===== src/rtl/http_chunked_body_deframer_macros.svh =====
// Assertion macros used by the deframer top level.
// Define ASSERT_OFF to compile the assertions out.
`ifndef HTTP_CHUNKED_BODY_DEFRAMER_MACROS_SVH
`define HTTP_CHUNKED_BODY_DEFRAMER_MACROS_SVH
`ifndef ASSERT_OFF
`define HCBD_ASSERT_IMP(label, clk, rst, ante, cons, msg) \
   label: assert property (@(posedge clk) disable iff (rst) (ante) |-> (cons)) \
      else $error(msg);
`define HCBD_ASSERT_NEXT(label, clk, rst, ante, cons, msg) \
   label: assert property (@(posedge clk) disable iff (rst) (ante) |=> (cons)) \
      else $error(msg);
`else
`define HCBD_ASSERT_IMP(label, clk, rst, ante, cons, msg)
`define HCBD_ASSERT_NEXT(label, clk, rst, ante, cons, msg)
`endif
`endif


===== src/rtl/hcbd_pkg.sv =====
package hcbd_pkg;

   localparam int SIZE_BITS_DEFAULT   = 32;
   localparam int QUEUE_DEPTH_DEFAULT = 2;
   localparam int CSR_DATA_BITS       = 32;
   localparam int CSR_INDEX_BITS      = 1;

   // Configuration register indexes.
   localparam logic [CSR_INDEX_BITS-1:0] REG_LENGTH_MODE    = 1'd0;
   localparam logic [CSR_INDEX_BITS-1:0] REG_CONTENT_LENGTH = 1'd1;

   // Input word kinds.
   localparam logic KIND_BYTE  = 1'b0;
   localparam logic KIND_START = 1'b1;

   typedef struct packed {
      logic       kind;
      logic [7:0] stream_byte;
   } req_type;

   typedef struct packed {
      logic [7:0] payload_byte;
      logic       payload_valid;
      logic       body_end;
   } rsp_type;

   // A classified input word, as the front end hands it to the back end.
   typedef struct packed {
      logic       start;
      logic [7:0] data;
      logic       is_hex;
      logic [3:0] hex_val;
      logic       is_blank;
      logic       is_cr;
      logic       is_lf;
   } cls_type;

   typedef struct packed {
      logic        length_mode;
      logic [31:0] content_length;
   } cfg_type;

endpackage


===== src/rtl/hcbd_fifo.sv =====
module hcbd_fifo #(
   parameter int WIDTH = 8,
   parameter int DEPTH = 2
) (
   input  logic             clock,
   input  logic             reset,
   input  logic             push,
   input  logic [WIDTH-1:0] wr_data,
   output logic             full,
   input  logic             pop,
   output logic [WIDTH-1:0] rd_data,
   output logic             empty
);

   localparam int PTR_BITS = (DEPTH > 1) ? $clog2(DEPTH) : 1;
   localparam int CNT_BITS = $clog2(DEPTH + 1);
   localparam logic [PTR_BITS-1:0] LAST_PTR = PTR_BITS'(DEPTH - 1);
   localparam logic [CNT_BITS-1:0] FULL_CNT = CNT_BITS'(DEPTH);

   logic [WIDTH-1:0]    mem_ff [DEPTH];
   logic [PTR_BITS-1:0] wr_ptr_ff, wr_ptr_in;
   logic [PTR_BITS-1:0] rd_ptr_ff, rd_ptr_in;
   logic [CNT_BITS-1:0] count_ff, count_in;
   logic                do_push, do_pop;

   assign full    = (count_ff == FULL_CNT);
   assign empty   = (count_ff == '0);
   assign do_push = push && !full;
   assign do_pop  = pop && !empty;
   assign rd_data = mem_ff[rd_ptr_ff];

   always_comb begin
      wr_ptr_in = wr_ptr_ff;
      rd_ptr_in = rd_ptr_ff;
      count_in  = count_ff;
      if (do_push) begin
         wr_ptr_in = (wr_ptr_ff == LAST_PTR) ? '0 : wr_ptr_ff + 1'b1;
      end
      if (do_pop) begin
         rd_ptr_in = (rd_ptr_ff == LAST_PTR) ? '0 : rd_ptr_ff + 1'b1;
      end
      if (do_push && !do_pop) begin
         count_in = count_ff + 1'b1;
      end else if (do_pop && !do_push) begin
         count_in = count_ff - 1'b1;
      end
   end

   always_ff @(posedge clock) begin
      if (reset) begin
         wr_ptr_ff <= '0;
         rd_ptr_ff <= '0;
         count_ff  <= '0;
      end else begin
         wr_ptr_ff <= wr_ptr_in;
         rd_ptr_ff <= rd_ptr_in;
         count_ff  <= count_in;
      end
   end

   always_ff @(posedge clock) begin
      if (do_push) begin
         mem_ff[wr_ptr_ff] <= wr_data;
      end
   end

endmodule


===== src/rtl/hcbd_front.sv =====
module hcbd_front #(
   parameter int QUEUE_DEPTH = hcbd_pkg::QUEUE_DEPTH_DEFAULT
) (
   input  logic              clock,
   input  logic              reset,
   input  logic              push,
   input  hcbd_pkg::req_type req_data,
   output logic              full,
   input  logic              cls_pop,
   output hcbd_pkg::cls_type cls_data,
   output logic              cls_empty
);

   hcbd_pkg::cls_type cls_in;
   logic [7:0]        b;

   assign b = req_data.stream_byte;

   // Decode the byte once here so the back end sees ready-made flags beside it.
   always_comb begin
      cls_in.start    = (req_data.kind == hcbd_pkg::KIND_START);
      cls_in.data     = b;
      cls_in.is_hex   = 1'b0;
      cls_in.hex_val  = 4'd0;
      cls_in.is_blank = (b == 8'h20) || (b == 8'h09);
      cls_in.is_cr    = (b == 8'h0D);
      cls_in.is_lf    = (b == 8'h0A);
      if (b >= 8'h30 && b <= 8'h39) begin
         cls_in.is_hex  = 1'b1;
         cls_in.hex_val = 4'(b - 8'h30);
      end else if (b >= 8'h61 && b <= 8'h66) begin
         cls_in.is_hex  = 1'b1;
         cls_in.hex_val = 4'(b - 8'h57);
      end else if (b >= 8'h41 && b <= 8'h46) begin
         cls_in.is_hex  = 1'b1;
         cls_in.hex_val = 4'(b - 8'h37);
      end
   end

   hcbd_fifo #(
      .WIDTH ($bits(hcbd_pkg::cls_type)),
      .DEPTH (QUEUE_DEPTH)
   ) u_cls_queue (
      .clock   (clock),
      .reset   (reset),
      .push    (push),
      .wr_data (cls_in),
      .full    (full),
      .pop     (cls_pop),
      .rd_data (cls_data),
      .empty   (cls_empty)
   );

endmodule


===== src/rtl/hcbd_back.sv =====
module hcbd_back #(
   parameter int SIZE_BITS = hcbd_pkg::SIZE_BITS_DEFAULT
) (
   input  logic              clock,
   input  logic              reset,
   input  hcbd_pkg::cfg_type cfg,
   input  logic              cls_empty,
   input  hcbd_pkg::cls_type cls_data,
   output logic              cls_pop,
   input  logic              out_full,
   output logic              out_push,
   output hcbd_pkg::rsp_type out_data
);

   localparam logic [2:0] PH_IDLE  = 3'd0;
   localparam logic [2:0] PH_LEN   = 3'd1;
   localparam logic [2:0] PH_SIZE  = 3'd2;
   localparam logic [2:0] PH_DATA  = 3'd3;
   localparam logic [2:0] PH_DROP  = 3'd4;
   localparam logic [2:0] PH_FINAL = 3'd5;

   localparam logic [1:0] TRAILER_BYTES = 2'd2;

   logic [2:0]           phase_ff, phase_in;
   logic [SIZE_BITS-1:0] remaining_ff, remaining_in;
   logic                 digits_open_ff, digits_open_in;
   logic                 carriage_seen_ff, carriage_seen_in;
   logic                 leading_blank_ff, leading_blank_in;
   logic [1:0]           drop_left_ff, drop_left_in;

   logic [SIZE_BITS-1:0] rem_dec;
   logic [SIZE_BITS-1:0] rem_shift;
   logic [1:0]           drop_dec;
   logic                 work;

   assign work     = !cls_empty && !out_full;
   assign cls_pop  = work;
   assign rem_dec  = remaining_ff - 1'b1;
   assign drop_dec = drop_left_ff - 1'b1;

   // Appending a digit overflows exactly when the top nibble is already set.
   always_comb begin
      if (remaining_ff[SIZE_BITS-1 -: 4] != 4'd0) begin
         rem_shift = '1;
      end else begin
         rem_shift = {remaining_ff[SIZE_BITS-5:0], cls_data.hex_val};
      end
   end

   always_comb begin
      phase_in         = phase_ff;
      remaining_in     = remaining_ff;
      digits_open_in   = digits_open_ff;
      carriage_seen_in = carriage_seen_ff;
      leading_blank_in = leading_blank_ff;
      drop_left_in     = drop_left_ff;
      out_push         = 1'b0;
      out_data         = '0;
      if (work) begin
         if (cls_data.start) begin
            drop_left_in     = 2'd0;
            remaining_in     = '0;
            digits_open_in   = 1'b1;
            carriage_seen_in = 1'b0;
            leading_blank_in = 1'b1;
            if (cfg.length_mode) begin
               if (cfg.content_length == 32'd0) begin
                  phase_in          = PH_IDLE;
                  out_push          = 1'b1;
                  out_data.body_end = 1'b1;
               end else begin
                  remaining_in = SIZE_BITS'(cfg.content_length);
                  phase_in     = PH_LEN;
               end
            end else begin
               phase_in = PH_SIZE;
            end
         end else begin
            unique case (phase_ff)
               PH_LEN, PH_DATA: begin
                  remaining_in           = rem_dec;
                  out_push               = 1'b1;
                  out_data.payload_byte  = cls_data.data;
                  out_data.payload_valid = 1'b1;
                  if (rem_dec == '0) begin
                     if (phase_ff == PH_LEN) begin
                        phase_in          = PH_IDLE;
                        out_data.body_end = 1'b1;
                     end else begin
                        phase_in     = PH_DROP;
                        drop_left_in = TRAILER_BYTES;
                     end
                  end
               end
               PH_SIZE: begin
                  if (carriage_seen_ff && cls_data.is_lf) begin
                     carriage_seen_in = 1'b0;
                     if (remaining_ff == '0) begin
                        phase_in     = PH_FINAL;
                        drop_left_in = TRAILER_BYTES;
                     end else begin
                        phase_in     = PH_DATA;
                        drop_left_in = 2'd0;
                     end
                  end else if (carriage_seen_ff) begin
                     // The held CR was an ordinary character: it closes the digits.
                     leading_blank_in = 1'b0;
                     digits_open_in   = 1'b0;
                     carriage_seen_in = cls_data.is_cr;
                  end else if (cls_data.is_cr) begin
                     carriage_seen_in = 1'b1;
                  end else if (!(leading_blank_ff && cls_data.is_blank)) begin
                     leading_blank_in = 1'b0;
                     if (digits_open_ff) begin
                        if (cls_data.is_hex) begin
                           remaining_in = rem_shift;
                        end else begin
                           digits_open_in = 1'b0;
                        end
                     end
                  end
               end
               PH_DROP: begin
                  drop_left_in = drop_dec;
                  if (drop_dec == 2'd0) begin
                     phase_in         = PH_SIZE;
                     remaining_in     = '0;
                     digits_open_in   = 1'b1;
                     carriage_seen_in = 1'b0;
                     leading_blank_in = 1'b1;
                  end
               end
               PH_FINAL: begin
                  drop_left_in = drop_dec;
                  if (drop_dec == 2'd0) begin
                     phase_in          = PH_IDLE;
                     out_push          = 1'b1;
                     out_data.body_end = 1'b1;
                  end
               end
               default: begin
               end
            endcase
         end
      end
   end

   always_ff @(posedge clock) begin
      if (reset) begin
         phase_ff         <= PH_IDLE;
         remaining_ff     <= '0;
         digits_open_ff   <= 1'b1;
         carriage_seen_ff <= 1'b0;
         leading_blank_ff <= 1'b1;
         drop_left_ff     <= 2'd0;
      end else begin
         phase_ff         <= phase_in;
         remaining_ff     <= remaining_in;
         digits_open_ff   <= digits_open_in;
         carriage_seen_ff <= carriage_seen_in;
         leading_blank_ff <= leading_blank_in;
         drop_left_ff     <= drop_left_in;
      end
   end

endmodule


===== src/rtl/http_chunked_body_deframer.sv =====
// HTTP/1.1 body deframer. Connection bytes enter as words on the req_ side
// (push/full); a word is either a stream byte or a start-of-body marker.
// Payload bytes leave as words on the rsp_ side (empty/pop): the oldest
// result sits on rsp_data while empty is low and is taken when pop is high.
// Framing bytes (chunk size lines, chunk trailers) make no result; the end
// of a body gives a result with body_end set.
// The csr_ port writes length_mode and content_length; write them only while idle (not enforced).
// Throughput is one word per cycle while the result queue has room. An
// accepted word is registered in the classify queue; the state machine
// moves it on and registers its result in the result queue, where it is
// on rsp_data for popping. The single state machine step per cycle sets
// the rate. If the receiver stops popping, the result queue fills, the
// state machine holds, and full rises once the classify queue is full.
// Synchronous reset empties both queues and returns the parser to idle
// with no body active; configuration registers reset to zero.
`include "http_chunked_body_deframer_macros.svh"

module http_chunked_body_deframer #(
   parameter int SIZE_BITS   = hcbd_pkg::SIZE_BITS_DEFAULT,
   parameter int QUEUE_DEPTH = hcbd_pkg::QUEUE_DEPTH_DEFAULT
) (
   input  logic                                  clock,
   input  logic                                  reset,
   input  logic                                  push,
   input  hcbd_pkg::req_type                     req_data,
   output logic                                  full,
   output logic                                  empty,
   input  logic                                  pop,
   output hcbd_pkg::rsp_type                     rsp_data,
   input  logic                                  csr_write,
   input  logic [hcbd_pkg::CSR_INDEX_BITS-1:0]   csr_index,
   input  logic [hcbd_pkg::CSR_DATA_BITS-1:0]    csr_wdata
);

   hcbd_pkg::cfg_type cfg_ff, cfg_in;
   hcbd_pkg::cls_type cls_data;
   hcbd_pkg::rsp_type back_data;
   logic              cls_empty;
   logic              cls_pop;
   logic              back_push;
   logic              out_full;

   // Configuration registers; a write is registered before the back end sees it.
   always_comb begin
      cfg_in = cfg_ff;
      if (csr_write) begin
         unique case (csr_index)
            hcbd_pkg::REG_LENGTH_MODE:    cfg_in.length_mode    = csr_wdata[0];
            hcbd_pkg::REG_CONTENT_LENGTH: cfg_in.content_length = csr_wdata;
            default: begin
            end
         endcase
      end
   end

   always_ff @(posedge clock) begin
      if (reset) begin
         cfg_ff <= '0;
      end else begin
         cfg_ff <= cfg_in;
      end
   end

   // Front end: byte classification into a short queue.
   hcbd_front #(
      .QUEUE_DEPTH (QUEUE_DEPTH)
   ) u_front (
      .clock     (clock),
      .reset     (reset),
      .push      (push),
      .req_data  (req_data),
      .full      (full),
      .cls_pop   (cls_pop),
      .cls_data  (cls_data),
      .cls_empty (cls_empty)
   );

   // Back end: framing state machine, one classified word per cycle while the result queue has room.
   hcbd_back #(
      .SIZE_BITS (SIZE_BITS)
   ) u_back (
      .clock     (clock),
      .reset     (reset),
      .cfg       (cfg_ff),
      .cls_empty (cls_empty),
      .cls_data  (cls_data),
      .cls_pop   (cls_pop),
      .out_full  (out_full),
      .out_push  (back_push),
      .out_data  (back_data)
   );

   // Result queue decouples the state machine from the receiver.
   hcbd_fifo #(
      .WIDTH ($bits(hcbd_pkg::rsp_type)),
      .DEPTH (QUEUE_DEPTH)
   ) u_rsp_queue (
      .clock   (clock),
      .reset   (reset),
      .push    (back_push),
      .wr_data (back_data),
      .full    (out_full),
      .pop     (pop),
      .rd_data (rsp_data),
      .empty   (empty)
   );

   // A result without a payload byte only ever marks the end of a body.
   `HCBD_ASSERT_IMP(a_bare_end, clock, reset, !empty && !rsp_data.payload_valid, rsp_data.body_end && (rsp_data.payload_byte == 8'd0), "result without payload is not a clean body end")
   // The state machine must never produce a result it cannot store.
   `HCBD_ASSERT_IMP(a_no_overflow, clock, reset, back_push, !out_full, "result pushed into a full queue")
   // A word leaves the classify queue only when the result queue has room.
   `HCBD_ASSERT_IMP(a_pop_room, clock, reset, cls_pop, !cls_empty && !out_full, "classified word consumed without room")
   // Coming out of reset, no result is waiting.
   `HCBD_ASSERT_IMP(a_reset_empty, clock, reset, $past(reset), empty, "result queue not empty after reset")

endmodule

===== config.mk =====
export PLATFORM = sky130hd
export DESIGN_NAME = http_chunked_body_deframer
export DESIGN_NICKNAME = d
export VERILOG_FILES = /design/src/rtl/hcbd_pkg.sv /design/src/rtl/hcbd_fifo.sv /design/src/rtl/hcbd_front.sv /design/src/rtl/hcbd_back.sv /design/src/rtl/http_chunked_body_deframer.sv
export VERILOG_INCLUDE_DIRS = /design/src /design/src/rtl
export SDC_FILE = /design/constraint.sdc
export NUM_CORES = 1
export LEC_CHECK = 0
export CORE_UTILIZATION = 35
export DETAILED_ROUTE_END_ITERATION = 16
export DONT_BUFFER_PORTS = 1
export PLACE_DENSITY_LB_ADDON = 0.12
export SETUP_SLACK_MARGIN = 0.3
export SKIP_CTS_REPAIR_TIMING = 1
export SLEW_MARGIN = 20
export SYNTH_ARGS = -nofsm -noshare
export SYNTH_HDL_FRONTEND = slang
export SYNTH_HIERARCHICAL = 1
export SYNTH_SLANG_ARGS = --single-unit

===== constraint.sdc =====
create_clock -name clock -period 3.7 [get_ports clock]
set_input_delay 0.37 -clock clock [delete_from_list [all_inputs] [get_ports clock]]
set_output_delay 0.37 -clock clock [all_outputs]
set_load 0.03 [all_outputs]

# Word-level counts from Yosys, hierarchy flattened
# Memory sizes are Yosys's and may differ from the RTL's. A register that Yosys moved wholly into a read port is not among the register bits.
# Index checks and enable logic that the tools add are counted.
# word_totals
reg_bits,81
latch_bits,0
ramBits,54
romBits,0
out_inout_bits,12
word_cells,186
n_memories,2
# mem_list
name,words,word_bits,rd,rd_ports_with_merged_regs,write_ports,line,source
u_front.u_cls_queue.mem_ff,2,17,1,1,1,hcbd_fifo.sv:20,logic [WIDTH-1:0] mem_ff [DEPTH];
u_rsp_queue.mem_ff,2,10,1,1,1,hcbd_fifo.sv:20,
# classes
add_sub_neg,13
multipliers,0
div_mod_pow,0
magnitude_cmp,6
n_eq_ne,24
n_shift,0
n_mux,81
bitwise_logic,1
n_reduce_logical,45
# ops
cell,n
32-bit 2-to-1 mux,11
32-bit logical NOT,3
32-bit case mux with 3 select lines,1
1-bit 2-to-1 mux,39
"32-bit by 1-bit subtractor with 32-bit output, second input constant",1
"8-bit by 4-bit equality test with 1-bit output, second input constant",3
3-bit 2-to-1 mux,7
2-bit 2-to-1 mux,10
9-bit 2-to-1 mux,2
"3-bit inequality test, second input constant",6
"8-bit by 7-bit greater-or-equal comparator with 1-bit output, second input constant",2
"8-bit by 7-bit less-or-equal comparator with 1-bit output, second input constant",2
5-bit 2-to-1 mux,3
"3-bit by 2-bit inequality test with 1-bit output, second input constant",5
1-bit logical AND,14
3-bit case mux with 4 select lines,1
6-bit AND reduction,2
4-bit nonzero test,3
10-bit 2-to-1 mux,1
1-bit case mux with 2 select lines,5
9-bit AND reduction,1
"8-bit by 6-bit equality test with 1-bit output, second input constant",1
"8-bit by 6-bit greater-or-equal comparator with 1-bit output, second input constant",1
"8-bit by 6-bit less-or-equal comparator with 1-bit output, second input constant",1
other kinds (23),45

# Logic depth before layout (Yosys ltp)
# logic_depth
word_depth,11
mapped_depth,13
mapped_depth_nobuf,12

# Cells and area by module
# Netlist, hierarchy kept.
# modules_own_cells
module,n_inst,cells_per_inst,area_per_inst_um2
hcbd_back,1,484,3370.7
http_chunked_body_deframer,1,151,1586.5
hcbd_fifo (u_front.u_cls_queue),1,78,1442.6
hcbd_fifo (u_rsp_queue),1,56,935.9
hcbd_front,1,35,250.2

# Least setup slack after synthesis
# OpenSTA, ideal clock, no wires.
# synth_path
kind,register -> register
start,reg u_back.remaining_ff[0]
end,"mem u_rsp_queue/mem_ff[0][0] (netlist name), data pin"
setup_ns,0.192
arrival_time_ns,2.548
setup_slack_ns,0.960
stages_incl_launch_ff,11
period_less_slack_ns,2.740
cell_sequence,dfxtp_1 -> inv_1 -> ha_1 -> nor4b_4 -> nand4_4 -> a2111oi_4 -> o21ai_1 -> a2111o_1 -> nor4_4 -> mux2i_1 -> o41ai_2
# synth_rtl
element,line,source
start: declaration,hcbd_back.sv:25,"logic [SIZE_BITS-1:0] remaining_ff, remaining_in;"
start signal: assignment,hcbd_back.sv:158,remaining_ff <= remaining_in;
end: declaration,hcbd_fifo.sv:20,

==> impl_metrics.env <==
export IMPL_outcome="completed"
export IMPL_cts_path_max_buffers=2
export IMPL_clock_skew_ps=12.3
export IMPL_synth_xor_area_share_pct=2.08
export IMPL_ys_ff_latch=137
export IMPL_core_area_um2=21200
export IMPL_synth_adder_area_share_pct=1.48
export IMPL_tightest_slew_ps=841
export IMPL_clockPowerShare_pct=22.7
export IMPL_leakage_nw=2.82
export IMPL_synth_top_area_share_pct=21.9
export IMPL_critical_path_max_stage_delay_ps=560
export IMPL_diodes=0
export IMPL_cts_tree="done"
export IMPL_synth_warning_count=6
export IMPL_crit_path_frequent_cell="nor4_1"
export IMPL_whs_endpoint="u_front/u_cls_queue/wr_ptr_ff"
export IMPL_areaGrowthSynthToFinish_pct=9.93
export IMPL_htree_levels=4
export IMPL_die_w_um=149
export IMPL_busiest_layer="met2"
export IMPL_end_kind="flip-flop"
export IMPL_r2r_start="u_back/remaining_ff[15]"
export IMPL_syn_inst=804
export IMPL_antenna_found_initial=0
export IMPL_p_per_area_nw_per_um2=905
export IMPL_min_from="reset"
export IMPL_clock_root_buffer="clkbuf_16"
export IMPL_worstRegToRegCells=8
export IMPL_postRouteAntennaNets=0
export IMPL_cp_arrival_ps=3450
export IMPL_nFillCells=2090
export IMPL_dpl_hpwl_mm=13.2
export IMPL_rows=53
export IMPL_drt_iter0_markers=461
export IMPL_finalSetupViolCount=0
export IMPL_hold_viol=0
export IMPL_period_share_pct=87.6
export IMPL_seqPwrFrac_pct=29.4
export IMPL_die_h_um=149
export IMPL_p_switching_mw=3.43
export IMPL_wl_per_cell_um=18.5
export IMPL_slew_headroom_pct=43.9
export IMPL_clkTransAtPathRegs_ps=70
export IMPL_p_comb_share_pct=47.9
export IMPL_synth_edff_count=54
export IMPL_clk_latency_ps=420
export IMPL_met2_usage_pct=30.1
export IMPL_vias=6077
export IMPL_design_area_um2=8340
export IMPL_path_class="flip-flop to flip-flop"
export IMPL_dpl_cell_area_um2=7690
export IMPL_synthSimpleGateAreaFrac_pct=19.9
export IMPL_routabilityCongestion=0.874
export IMPL_holdCritPathClass="input pin to flip-flop"
export IMPL_worstPathCellList="nor4_1 > nand2_1 > nor4_1 > xnor2_1 > nand4b_1 > nor4_4 > mux2i_1 > o41ai_2"
export IMPL_nNetsFinal=835
export IMPL_synth_ff_type="dfxtp_1"
export IMPL_cell_internal_pwr_mw=4.12
export IMPL_cp_max_fo=9
export IMPL_track_usage_pct=18.4
export IMPL_num_io_pins=59
export IMPL_synthTopCellsByArea="dfxtp_1, edfxtp_1, o21ai_0"
export IMPL_max_freq_mhz=309
export IMPL_grt_use_met3_pct=4.07
export IMPL_slew_viol_final=0
export IMPL_drive_gt1_share_pct=15.8
export IMPL_via_per_inst=5.70
export IMPL_worst_ir_drop_vdd_mv=0.354
export IMPL_critPathRequiredTime_ps=3910
export IMPL_swShare_pct=45.4
export IMPL_synth_top_family_by_area="compound AO/OA/AOI/OAI gates"
export IMPL_ys_seq_area_share_pct=43.3
export IMPL_r2r_slack_ps=460
export IMPL_drc=0
export IMPL_path_buf_inv=0
export IMPL_firstDrtPassIters=5
export IMPL_fp_dieArea_um2=22300
export IMPL_syn_area_per_cell_um2=9.44
export IMPL_synth_compound_area_share_pct=23.5
export IMPL_drv_cap=0
export IMPL_rsz0062_at_grt="no"
export IMPL_whs_path_depth=1
export IMPL_grt_overflow=0
export IMPL_cp_start_kind="flip-flop"
export IMPL_cts_num_sinks=137
export IMPL_yosysTopAreaCell="dfxtp_1"
export IMPL_io_buffers=0
export IMPL_synth_cell_type_count=73
export IMPL_cp_top_family="simple AND/OR/NAND/NOR gates"
export IMPL_whs_ps=23.8
export IMPL_syn_cell_area_um2=7590
export IMPL_fin_cells=1067
export IMPL_fin_tns_setup_ps=0
export IMPL_use_met1_pct=23.9
export IMPL_drt_total_wl_mm=19.7
export IMPL_synth_mux_area_share_pct=4.80
export IMPL_first_global_vias=5902
export IMPL_grt_first_pass_wirelength_mm=31.7
export IMPL_min_period_ps=3240
export IMPL_start_util_pct=35.9
export IMPL_ys_async_sr_fraction_pct=0
export IMPL_r2r_end="u_rsp_queue/mem_ff[0][0]"
export IMPL_dp_cells=1031
export IMPL_grt_max_degree=80
export IMPL_cts_buffers=17
export IMPL_crit_slowest_cell="nor4_1"
export IMPL_synth_nets=860
cells in the final DEF (no fill, tap or decap), types with 8 or more instances in the layout:
cell type	netlist	routed
dfxtp_1	83	83
o21ai_0	72	72
nand2_1	59	59
nor2_1	60	59
edfxtp_1	54	54
nand3_1	43	43
a21oi_1	41	41
a21bo_1	28	28
a21oi_2	28	28
mux2_2	27	27
nor3_1	19	18
clkbuf_16	0	17
inv_1	17	17
nor4_1	16	16
a211oi_1	16	16
or3_1	15	15
nand2b_1	13	13
buf_4	4	11
and2_1	11	11
xor2_1	11	11
ha_1	9	9
a31oi_1	8	8
Yosys cell counts, types with 7 or more instances:
master	instances
a211oi_1	16
a21bo_1	28
a21oi_1	41
a21oi_2	28
a22oi_1	7
a31oi_1	8
and2_1	11
buf_2	10
clkbuf_1	35
dfxtp_1	83
edfxtp_1	54
ha_1	9
inv_1	17
mux2_2	27
nand2_1	59
nand2b_1	13
nand3_1	43
nand4_1	7
nor2_1	60
nor2b_1	7
nor3_1	19
nor4_1	16
o21ai_0	72
or3_1	15
xnor2_1	7
xor2_1	11
routing by layer:
| layer | part of all wire, % | vias up |
|---|---|---|
| met5 | 0 | - |
| met3 | 5.5 | 18 |
| met1 | 46 | 2945 |
| met4 | 1.4 | 0 |
| li1 | - | 2929 |
| met2 | 47 | 185 |
layout make-up:
cell class	count	area (um^2)	share of cell area, %
Multi-Input combinational cell	593	3930	47.2
Sequential cell	137	3280	39.4
Clock buffer	17	425	5.10
Tap cell	275	344	4.13
Clock inverter	15	186	2.24
Timing Repair Buffer	13	103	1.23
Inverter	17	63.8	0.765
state kept, by name (all words and copies together), names as in the netlist, 2 cells and up, named ones only:
register                      cells
u_back/remaining_ff              32
cfg_ff                           33
u_back/phase_ff                   3
u_rsp_queue/mem_ff               20
u_front/u_cls_queue/mem_ff       34
u_back/drop_left_ff               2
u_front/u_cls_queue/count_ff      2
u_rsp_queue/count_ff              2
kinds of logic after synthesis:
family | Yosys count
buf+inv | 74
compound gates | 251
mux | 33
fa+ha+maj | 9
simple gates | 282
flops | 137
xor+xnor | 18
power groups by stage:
stage | Sequential (mW) | Combinational, mW | Clock [mW]
6_report | 2.22 | 3.62 | 1.71
2_1_floorplan | 2.04 | 2.92 | 0
3_3_place_gp | 2.23 | 3.54 | 0
3_5_place_dp | 2.24 | 3.53 | 0
5_1_grt | 2.26 | 3.97 | 1.83
4_1_cts | 2.21 | 3.55 | 1.76
worst register-to-register path, stage by stage, from the launching register on:
cell	delay, ps
dfxtp_1	410
nor4_1	560
nand2_1	290
nor4_1	550
xnor2_1	180
nand4b_1	160
nor4_4	440
mux2i_1	160
o41ai_2	280
how the worst max path moves through the flow:
stage	start	endpoint	slack, ps	cells after the start
after floorplan	u_back/remaining_ff[0]	u_rsp_queue/mem_ff[0][0]	960	10
after global placement	u_back/remaining_ff[0]	u_rsp_queue/mem_ff[0][0]	600	10
after detailed placement	u_back/remaining_ff[0]	u_rsp_queue/mem_ff[1][0]	470	10
after CTS	u_back/remaining_ff[0]	u_rsp_queue/mem_ff[0][0]	410	10
after global routing	u_back/remaining_ff[15]	u_rsp_queue/mem_ff[0][0]	340	8
final	u_back/remaining_ff[15]	u_rsp_queue/mem_ff[0][0]	460	8
per-stage QoR:
step / total power, mW / util [%] / worst slack, ps
CTS: 7.52 / 39.3 / 412
floorplan: 4.96 / - / 960
global route: 8.06 / 39.4 / 344
finish: 7.55 / 39.4 / 459
global placement: 5.76 / 36.4 / 599
detailed placement: 5.77 / 36.4 / 469
(Power assumes the default switching activity.)
